[src/hdl/go_to_point_steering_core_macros.svh]
// Assertion macros shared by the go-to-point steering RTL.
// Included by the modules that carry concurrent checks; no other dependencies.
`ifndef GO_TO_POINT_STEERING_CORE_MACROS_SVH
`define GO_TO_POINT_STEERING_CORE_MACROS_SVH

// Same-cycle implication, disabled during reset
`define GTPS_ASSERT_NOW(label, clk, rst_n, ante, cons, msg) \
  label: assert property (@(posedge clk) disable iff (!rst_n) (ante) |-> (cons)) \
    else $error(msg);

// Next-cycle implication, disabled during reset
`define GTPS_ASSERT_NEXT(label, clk, rst_n, ante, cons, msg) \
  label: assert property (@(posedge clk) disable iff (!rst_n) (ante) |=> (cons)) \
    else $error(msg);

`endif

[src/hdl/gtps_pkg.sv]
// Shared types, constants and CORDIC helpers for the go-to-point steering core.
// No dependencies; imported by every module of the block.
`default_nettype none

package gtps_pkg;

  // CORDIC sizing
  localparam int CORDIC_STAGES = 16;
  localparam int ATAN_ENTRIES  = 24;
  localparam int NSTG = (CORDIC_STAGES < ATAN_ENTRIES) ? CORDIC_STAGES : ATAN_ENTRIES;
  localparam int CW   = 28;  // x/y datapath: 17-bit delta << 8, plus CORDIC growth
  localparam int AW   = 32;  // angle accumulator, 2^32 per turn

  typedef enum logic [1:0] {
    CMD_STOP    = 2'd0,
    CMD_LEFT    = 2'd1,
    CMD_RIGHT   = 2'd2,
    CMD_FORWARD = 2'd3
  } steer_cmd_t;

  typedef enum logic [1:0] {
    REG_TARGET_X = 2'd0,
    REG_TARGET_Y = 2'd1,
    REG_MOVE_TOL = 2'd2,
    REG_TURN_TOL = 2'd3
  } cfg_reg_t;

  // Configuration register file contents
  typedef struct packed {
    logic signed [15:0] target_x;
    logic signed [15:0] target_y;
    logic [14:0]        move_tol;
    logic [14:0]        turn_tol;
  } gtps_cfg_t;

  // One request in flight through queue and CORDIC
  typedef struct packed {
    logic signed [CW-1:0] x;
    logic signed [CW-1:0] y;
    logic [AW-1:0]        acc;
    logic [15:0]          heading;
    logic                 stop;
    logic                 zero;
  } gtps_item_t;

  // Queue status seen by front and back
  typedef struct packed {
    logic full;
    logic empty;
  } gtps_q_stat_t;

  // atan(2^-i) in 2^32-per-turn units, rounded to nearest
  function automatic logic [AW-1:0] atan_turn(input int unsigned idx);
    logic [AW-1:0] v;
    case (idx)
      0:  v = 32'h20000000;
      1:  v = 32'h12E4051E;
      2:  v = 32'h09FB385B;
      3:  v = 32'h051111D4;
      4:  v = 32'h028B0D43;
      5:  v = 32'h0145D7E1;
      6:  v = 32'h00A2F61E;
      7:  v = 32'h00517C55;
      8:  v = 32'h0028BE53;
      9:  v = 32'h00145F2F;
      10: v = 32'h000A2F98;
      11: v = 32'h000517CC;
      12: v = 32'h00028BE6;
      13: v = 32'h000145F3;
      14: v = 32'h0000A2FA;
      15: v = 32'h0000517D;
      16: v = 32'h000028BE;
      17: v = 32'h0000145F;
      18: v = 32'h00000A30;
      19: v = 32'h00000518;
      20: v = 32'h0000028C;
      21: v = 32'h00000146;
      22: v = 32'h000000A3;
      23: v = 32'h00000051;
      default: v = '0;
    endcase
    return v;
  endfunction

  // One vectoring iteration; idx is a constant at every call site
  function automatic gtps_item_t cordic_step(input gtps_item_t s, input int unsigned idx);
    gtps_item_t           r;
    logic signed [CW-1:0] xs;
    logic signed [CW-1:0] ys;
    r  = s;
    xs = s.x >>> idx;
    ys = s.y >>> idx;
    if (!s.y[CW-1] && (s.y != '0)) begin
      r.x   = s.x + ys;
      r.y   = s.y - xs;
      r.acc = s.acc + atan_turn(idx);
    end else begin
      r.x   = s.x - ys;
      r.y   = s.y + xs;
      r.acc = s.acc - atan_turn(idx);
    end
    return r;
  endfunction

endpackage

`default_nettype wire

[src/hdl/gtps_front.sv]
// Front end: takes a pose request, forms the target deltas, classifies stop and
// zero-vector cases and pre-rotates the vector into the right half plane.
// Depends on gtps_pkg.
`default_nettype none

module gtps_front
  import gtps_pkg::*;
(
  input  wire logic               clk,
  input  wire logic               rst_n,
  input  wire logic               accept,
  input  wire logic signed [15:0] pos_x,
  input  wire logic signed [15:0] pos_y,
  input  wire logic [15:0]        heading,
  input  wire gtps_cfg_t          cfg,
  output logic                    push,
  output gtps_item_t              item
);

  logic                 vld_r;
  gtps_item_t           item_r;
  gtps_item_t           item_nxt;
  logic signed [16:0]   dx;
  logic signed [16:0]   dy;
  logic [16:0]          adx;
  logic [16:0]          ady;
  logic signed [CW-1:0] x0;
  logic signed [CW-1:0] y0;

  // Deltas and classification
  always_comb begin
    dx  = 17'(cfg.target_x) - 17'(pos_x);
    dy  = 17'(cfg.target_y) - 17'(pos_y);
    adx = dx[16] ? 17'(-dx) : 17'(dx);
    ady = dy[16] ? 17'(-dy) : 17'(dy);
    x0  = {{(CW-25){dx[16]}}, dx, 8'h00};
    y0  = {{(CW-25){dy[16]}}, dy, 8'h00};

    item_nxt.heading = heading;
    item_nxt.stop    = (adx < {2'b00, cfg.move_tol}) && (ady < {2'b00, cfg.move_tol});
    item_nxt.zero    = (dx == '0) && (dy == '0);
    // left half plane: turn by half a turn first
    if (dx[16]) begin
      item_nxt.x   = -x0;
      item_nxt.y   = -y0;
      item_nxt.acc = 32'h80000000;
    end else begin
      item_nxt.x   = x0;
      item_nxt.y   = y0;
      item_nxt.acc = '0;
    end
  end

  always_ff @(posedge clk) begin
    if (!rst_n) begin
      vld_r <= 1'b0;
    end else begin
      vld_r <= accept;
    end
  end

  always_ff @(posedge clk) begin
    if (accept) begin
      item_r <= item_nxt;
    end
  end

  assign push = vld_r;
  assign item = item_r;

endmodule

`default_nettype wire

[src/hdl/gtps_queue.sv]
// Two-entry request queue decoupling the front end from the CORDIC back end.
// Depends on gtps_pkg and the assertion macro header.
`default_nettype none
`include "go_to_point_steering_core_macros.svh"

module gtps_queue
  import gtps_pkg::*;
(
  input  wire logic       clk,
  input  wire logic       rst_n,
  input  wire logic       push,
  input  wire gtps_item_t wr_item,
  input  wire logic       pop,
  output gtps_item_t      rd_item,
  output gtps_q_stat_t    stat
);

  gtps_item_t mem_r [2];
  logic       wr_ptr_r;
  logic       rd_ptr_r;
  logic [1:0] count_r;
  logic [1:0] count_nxt;

  always_comb begin
    count_nxt = count_r;
    if (push && !pop) begin
      count_nxt = count_r + 2'd1;
    end else if (pop && !push) begin
      count_nxt = count_r - 2'd1;
    end
  end

  // Pointers and fill count
  always_ff @(posedge clk) begin
    if (!rst_n) begin
      wr_ptr_r <= 1'b0;
      rd_ptr_r <= 1'b0;
      count_r  <= '0;
    end else begin
      if (push) wr_ptr_r <= ~wr_ptr_r;
      if (pop)  rd_ptr_r <= ~rd_ptr_r;
      count_r <= count_nxt;
    end
  end

  // Storage
  always_ff @(posedge clk) begin
    if (push) begin
      mem_r[wr_ptr_r] <= wr_item;
    end
  end

  assign rd_item    = mem_r[rd_ptr_r];
  assign stat.full  = (count_r == 2'd2);
  assign stat.empty = (count_r == 2'd0);

  `GTPS_ASSERT_NOW(a_no_overflow, clk, rst_n, push && !pop, count_r != 2'd2, "queue overflow")
  `GTPS_ASSERT_NOW(a_no_underflow, clk, rst_n, pop, count_r != 2'd0, "queue underflow")
  `GTPS_ASSERT_NEXT(a_count_up, clk, rst_n, push && !pop, count_r == $past(count_r) + 2'd1, "count did not grow")

endmodule

`default_nettype wire

[src/hdl/gtps_back.sv]
// Back end: unrolled CORDIC vectoring pipeline, one iteration per stage, then
// the steering decision register. Depends on gtps_pkg and the macro header.
`default_nettype none
`include "go_to_point_steering_core_macros.svh"

module gtps_back
  import gtps_pkg::*;
(
  input  wire logic        clk,
  input  wire logic        rst_n,
  input  wire gtps_q_stat_t q_stat,
  input  wire gtps_item_t  q_item,
  input  wire logic [14:0] turn_tol,
  output logic             pop,
  output logic             out_valid,
  output steer_cmd_t       out_cmd,
  output logic [15:0]      out_bearing
);

  gtps_item_t    stg_r     [0:NSTG];
  logic          stg_vld_r [0:NSTG];
  logic          out_valid_r;
  steer_cmd_t    out_cmd_r;
  steer_cmd_t    cmd_nxt;
  logic [15:0]   out_bearing_r;
  logic [15:0]   bearing_nxt;
  logic [AW-1:0] acc_rnd;
  logic [15:0]   ccw;
  logic [15:0]   cw;
  logic [15:0]   gap_min;

  // Back end never stalls: drain the queue whenever it holds a request
  assign pop = !q_stat.empty;

  always_ff @(posedge clk) begin
    if (!rst_n) begin
      stg_vld_r[0] <= 1'b0;
    end else begin
      stg_vld_r[0] <= pop;
    end
  end

  always_ff @(posedge clk) begin
    if (pop) begin
      stg_r[0] <= q_item;
    end
  end

  // CORDIC stages
  for (genvar i = 0; i < NSTG; i++) begin : g_stage
    always_ff @(posedge clk) begin
      if (!rst_n) begin
        stg_vld_r[i+1] <= 1'b0;
      end else begin
        stg_vld_r[i+1] <= stg_vld_r[i];
      end
    end

    always_ff @(posedge clk) begin
      stg_r[i+1] <= cordic_step(stg_r[i], i);
    end
  end

  // Round bearing, pick steering command
  always_comb begin
    acc_rnd = stg_r[NSTG].acc + 32'h00008000;
    bearing_nxt = stg_r[NSTG].zero ? 16'h0000 : acc_rnd[AW-1:AW-16];
    ccw     = bearing_nxt - stg_r[NSTG].heading;
    cw      = stg_r[NSTG].heading - bearing_nxt;
    gap_min = (ccw < cw) ? ccw : cw;
    if (stg_r[NSTG].stop) begin
      cmd_nxt     = CMD_STOP;
      bearing_nxt = 16'h0000;
    end else if (gap_min < {1'b0, turn_tol}) begin
      cmd_nxt = CMD_FORWARD;
    end else if (ccw < cw) begin
      cmd_nxt = CMD_LEFT;
    end else begin
      cmd_nxt = CMD_RIGHT;
    end
  end

  always_ff @(posedge clk) begin
    if (!rst_n) begin
      out_valid_r <= 1'b0;
    end else begin
      out_valid_r <= stg_vld_r[NSTG];
    end
  end

  always_ff @(posedge clk) begin
    if (stg_vld_r[NSTG]) begin
      out_cmd_r     <= cmd_nxt;
      out_bearing_r <= bearing_nxt;
    end
  end

  assign out_valid   = out_valid_r;
  assign out_cmd     = out_cmd_r;
  assign out_bearing = out_bearing_r;

  `GTPS_ASSERT_NEXT(a_pop_enters, clk, rst_n, pop, stg_vld_r[0], "popped request lost")
  `GTPS_ASSERT_NEXT(a_last_stage_out, clk, rst_n, stg_vld_r[NSTG], out_valid_r, "result dropped")
  `GTPS_ASSERT_NOW(a_stop_zero, clk, rst_n, out_valid_r && (out_cmd_r == CMD_STOP), out_bearing_r == 16'h0000, "stop with bearing")

endmodule

`default_nettype wire

[src/hdl/go_to_point_steering_core.sv]
// Top level of the go-to-point steering core: configuration registers and the
// front end / queue / CORDIC back end. Depends on gtps_pkg and gtps_* modules.
//
//   channel | ports                                      | handshake
//   --------+--------------------------------------------+--------------------------
//   input   | in_pos_x, in_pos_y, in_heading             | start & !busy
//   result  | out_steer_cmd, out_bearing                 | out_valid, one cycle
//   config  | cfg_index, cfg_data                        | cfg_valid & cfg_ready
//
// One request per cycle is accepted; each result passes through the front register,
// the queue entry, the back-end input register, each CORDIC stage register and the
// decision register. The unrolled CORDIC pipeline takes one request per cycle.
// Reset is synchronous, active low; it clears control state and loads register
// defaults. The receiver cannot stall and the back end pops the queue whenever
// it holds a request, so the queue never fills and busy stays low.
`default_nettype none

module go_to_point_steering_core
  import gtps_pkg::*;
(
  input  wire logic               clk,
  input  wire logic               rst_n,
  // input channel
  input  wire logic               start,
  output logic                    busy,
  input  wire logic signed [15:0] in_pos_x,
  input  wire logic signed [15:0] in_pos_y,
  input  wire logic [15:0]        in_heading,
  // result channel
  output logic                    out_valid,
  output logic [1:0]              out_steer_cmd,
  output logic [15:0]             out_bearing,
  // configuration
  input  wire logic               cfg_valid,
  output logic                    cfg_ready,
  input  wire logic [1:0]         cfg_index,
  input  wire logic [15:0]        cfg_data
);

  gtps_cfg_t    cfg_r;
  logic         accept;
  logic         push;
  logic         pop;
  gtps_item_t   f_item;
  gtps_item_t   q_item;
  gtps_q_stat_t q_stat;
  steer_cmd_t   cmd;

  assign cfg_ready = 1'b1;
  assign busy      = q_stat.full;
  assign accept    = start && !busy;

  // Configuration registers
  always_ff @(posedge clk) begin
    if (!rst_n) begin
      cfg_r.target_x <= '0;
      cfg_r.target_y <= '0;
      cfg_r.move_tol <= 15'd13;
      cfg_r.turn_tol <= 15'd522;
    end else if (cfg_valid && cfg_ready) begin
      unique case (cfg_reg_t'(cfg_index))
        REG_TARGET_X: cfg_r.target_x <= cfg_data;
        REG_TARGET_Y: cfg_r.target_y <= cfg_data;
        REG_MOVE_TOL: cfg_r.move_tol <= cfg_data[14:0];
        REG_TURN_TOL: cfg_r.turn_tol <= cfg_data[14:0];
        default: ;
      endcase
    end
  end

  gtps_front u_front (
    .clk     (clk),
    .rst_n   (rst_n),
    .accept  (accept),
    .pos_x   (in_pos_x),
    .pos_y   (in_pos_y),
    .heading (in_heading),
    .cfg     (cfg_r),
    .push    (push),
    .item    (f_item)
  );

  gtps_queue u_queue (
    .clk     (clk),
    .rst_n   (rst_n),
    .push    (push),
    .wr_item (f_item),
    .pop     (pop),
    .rd_item (q_item),
    .stat    (q_stat)
  );

  gtps_back u_back (
    .clk         (clk),
    .rst_n       (rst_n),
    .q_stat      (q_stat),
    .q_item      (q_item),
    .turn_tol    (cfg_r.turn_tol),
    .pop         (pop),
    .out_valid   (out_valid),
    .out_cmd     (cmd),
    .out_bearing (out_bearing)
  );

  assign out_steer_cmd = cmd;

endmodule

`default_nettype wire
[config.mk]
export PLATFORM = sky130hd
export DESIGN_NAME = go_to_point_steering_core
export DESIGN_NICKNAME = d
export VERILOG_FILES = /design/src/hdl/gtps_pkg.sv /design/src/hdl/gtps_front.sv /design/src/hdl/gtps_queue.sv /design/src/hdl/gtps_back.sv /design/src/hdl/go_to_point_steering_core.sv
export VERILOG_INCLUDE_DIRS = /design/src /design/src/hdl
export SDC_FILE = /design/constraint.sdc
export NUM_CORES = 2
export LEC_CHECK = 0
export BUFFER_PORTS_ARGS = -buffer_cell sky130_fd_sc_hd__buf_2
export CAP_MARGIN = 25
export CORE_ASPECT_RATIO = 1.2
export CORE_MARGIN = 4
export CORE_UTILIZATION = 50
export CTS_BUF_LIST = sky130_fd_sc_hd__clkbuf_2 sky130_fd_sc_hd__clkbuf_4 sky130_fd_sc_hd__clkbuf_8
export CTS_CLUSTER_SIZE = 8
export DETAILED_ROUTE_END_ITERATION = 16
export PLACE_DENSITY = 0.65
export SYNTH_ARGS = -nofsm -noshare
export SYNTH_HDL_FRONTEND = slang
export SYNTH_SLANG_ARGS = --single-unit
[constraint.sdc]
create_clock -name clk -period 7.7 [get_ports clk]
set_clock_uncertainty 0.1 [all_clocks]
set_input_delay 1.155 -clock clk [delete_from_list [all_inputs] [get_ports clk]]
set_output_delay 1.155 -clock clk [all_outputs]
set_load 0.01 [all_outputs]
==> results_dict.tcl <==
set metrics [dict create \
    status "finished clean" \
    overflow 0 \
    synth-edff-count 254 \
    slowest_delay_ns 0.58 \
    hold_class "reg -> reg" \
    yosys-top-cells-area "dfxtp_1 (28%), ha_1 (15%), xnor2_1 (8.1%)" \
    dieArea_um2 229000 \
    wl_per_cell_um 19.1 \
    fmax_mhz 143 \
    end_kind "flip-flop" \
    layout.nets 13900 \
    cap_violations 0 \
    yosys.area.top_type "dfxtp_1" \
    synth_cell_types 105 \
    grt_pass1_wl_mm 470 \
    drc 0 \
    drive_above_1_share 0.0709 \
    root_buffer "clkbuf_8" \
    clk_path_buf_depth 4 \
    cp-start-kind "flip-flop" \
    yosys_warnings 0 \
    hold_viol 0 \
    ys_ff_latch 1803 \
    clkLatencyLatePin_ns 0.99 \
    setup_viol 0 \
    ys_seq_area_frac 0.349 \
    place.gp.congestion 0.959 \
    initial_core_util 0.502 \
    crit_fanout 10 \
    required_ns 8.29 \
    syn-cell-area_um2 111000 \
    cts_num_sinks 1803 \
    routed_via_density 5.70 \
    final_antenna_net_count 0 \
    dr.pass1.iters 6 \
    slowest_stage "o21ai_0" \
    core_area_um2 221000 \
    rrSetupSlack_ns 0.72 \
    r2r_cells 29 \
    antenna_found_initial 5 \
    drt_iter0_drc 5405 \
    worstSetupPathType "reg -> reg" \
    dieWidth_um 438 \
    tritoncts "done" \
    critPathMostFrequentCell "o21ai_0" \
    cts_made_buffers 307 \
    synth-main-ff-cell "dfxtp_1" \
    arrival_ns 7.57 \
    ios 91 \
    syn_avg_cell_area_um2 9.12 \
    die_h_um 524 \
    async_reset_ff_frac 0 \
    slew_viol_final 0 \
    grt_pass1_vias 88200 \
    post-dp-hpwl_mm 235 \
    clkTransAtPathRegs_ns 0.06 \
    htree_levels 5 \
    netlist.area_leader.share 0.280 \
    track_usage 0.251 \
    tightest_slew_ns 1.17 \
    fin_setup_tns_ns 0 \
    synth_common_cells "dfxtp_1 (1549), ha_1 (1298), xnor2_1 (1024)" \
    wl_mm 298 \
    hold_depth 0 \
    yosys.cell_count.top_type "dfxtp_1" \
    via_count 89000 \
    min_period_over_period 0.906 \
    cts_setup_buffers 0 \
    rsz0062_at_grt "false" \
    relSlewSlack 0.208 \
    syn_inst 12200 \
    min_period_ns 6.98 \
    row_count 189 \
    grt_max_degree 87 \
    io_buffers 89 \
    syn_to_final_growth_pct 9.39 \
]
## critical path: cells and delay by family (launching register included)
kind,cells,cell delay (ns)
AOI/OAI and AO/OA,16,3.38
xor gates and xnor gates,2,0.38
adders and majority gates,3,0.91
buffers and inverters,1,0.08
DFF,1,0.40
muxes,1,0.39
and+or+nand+nor,6,1.06
## routing by layer
metal	global-route usage	share of wire
met1	0.291	0.41
met2	0.452	0.49
met3	0.0291	0.035
met4	0.136	0.058
met5	0	0
## worst paths after layout
| check | startpoint | end |
|---|---|---|
| setup / recovery | u_back.stg_r[0][1731] | u_back.out_cmd[1] |
| hold reg to reg | u_back.stg_r[0][1171] | u_back.stg_r[0][1277] |
| hold / removal | u_back.stg_r[0][1171] | u_back.stg_r[0][1277] |
| setup reg to reg | u_back.stg_r[0][1731] | u_back.out_cmd[1] |
## flip-flops by register name, summed over array words and instances (netlist names), named ones only
| name | flops |
|---|---|
| u_queue.count_r | 2 |
| u_back.out_bearing | 16 |
| u_back.out_valid | 1 |
| u_queue.mem_r | 118 |
| cfg_r | 62 |
| u_queue.rd_ptr_r | 1 |
| u_queue.wr_ptr_r | 1 |
| u_back.out_cmd | 2 |
| u_back.stg_r | 1522 |
| u_front.item | 59 |
| u_front.push | 1 |
| u_back.stg_vld_r | 17 |
## metrics by stage
step	setup slack, ns	instance area [µm²]	std cells	util	hold WS, ns
floorplan	1.29	111000	12200	-	0.210
CTS	0.621	121000	15600	0.549	0.143
global placement	0.635	115000	15100	0.520	0.210
global route	0.151	121000	15600	0.549	0.201
finish	0.721	121000	15600	0.549	0.193
detailed placement	0.667	115000	15100	0.520	0.212
## area by class of cell
| type | instances | area (µm²) |
|---|---|---|
| diodes | 4 | 10.0 |
| multi-input cells | 9646 | 69500 |
| clock buffers | 450 | 5620 |
| repair buffers | 143 | 848 |
| flip-flops and latches | 1803 | 38600 |
| well taps | 2960 | 3700 |
| clock inverters | 62 | 792 |
| fillers | 20000 | 99400 |
| inverters | 553 | 2080 |
## logic make-up (layout without fill, tap and decap cells)
logic type / after synthesis / count (layout) / share of synthesized area
compound gates: 3355 / 3355 / 0.195
simple gates: 3258 / 3258 / 0.144
flops: 1803 / 1803 / 0.349
xor+xnor: 1518 / 1518 / 0.120
fa+ha+maj: 1337 / 1337 / 0.154
buf+inv: 751 / 1208 / 0.0257
mux: 132 / 132 / 0.0127
other cells: 2 / 50 / 0.0000678
## layout by cell type, fill, tap and decap left out, types with 97 or more instances in the layout
| cell type | instances |
|---|---|
| xor2_1 | 493 |
| nand2b_1 | 181 |
| a31oi_1 | 97 |
| dfxtp_1 | 1548 |
| ha_1 | 1298 |
| and3_1 | 109 |
| nand3_1 | 213 |
| nor2b_1 | 155 |
| clkbuf_8 | 359 |
| nor3_1 | 295 |
| xnor2_1 | 1024 |
| o21a_1 | 169 |
| or3_1 | 114 |
| nand2_1 | 744 |
| a21o_1 | 431 |
| nor2_1 | 920 |
| a211oi_1 | 119 |
| edfxtp_1 | 254 |
| inv_1 | 542 |
| o21bai_1 | 144 |
| o21ai_0 | 614 |
| nor4_1 | 99 |
| o31ai_1 | 147 |
| a21oi_1 | 1015 |
## what timing repair did
item | 4_1_cts | 5_1_grt
resized for setup | 0 | 1
setup endpoints to repair | 0 | 2
hold buffers | 0 | 0
Power is not shown: default switching activity piles up to over one toggle a cycle in this logic, so the estimate is an artifact.
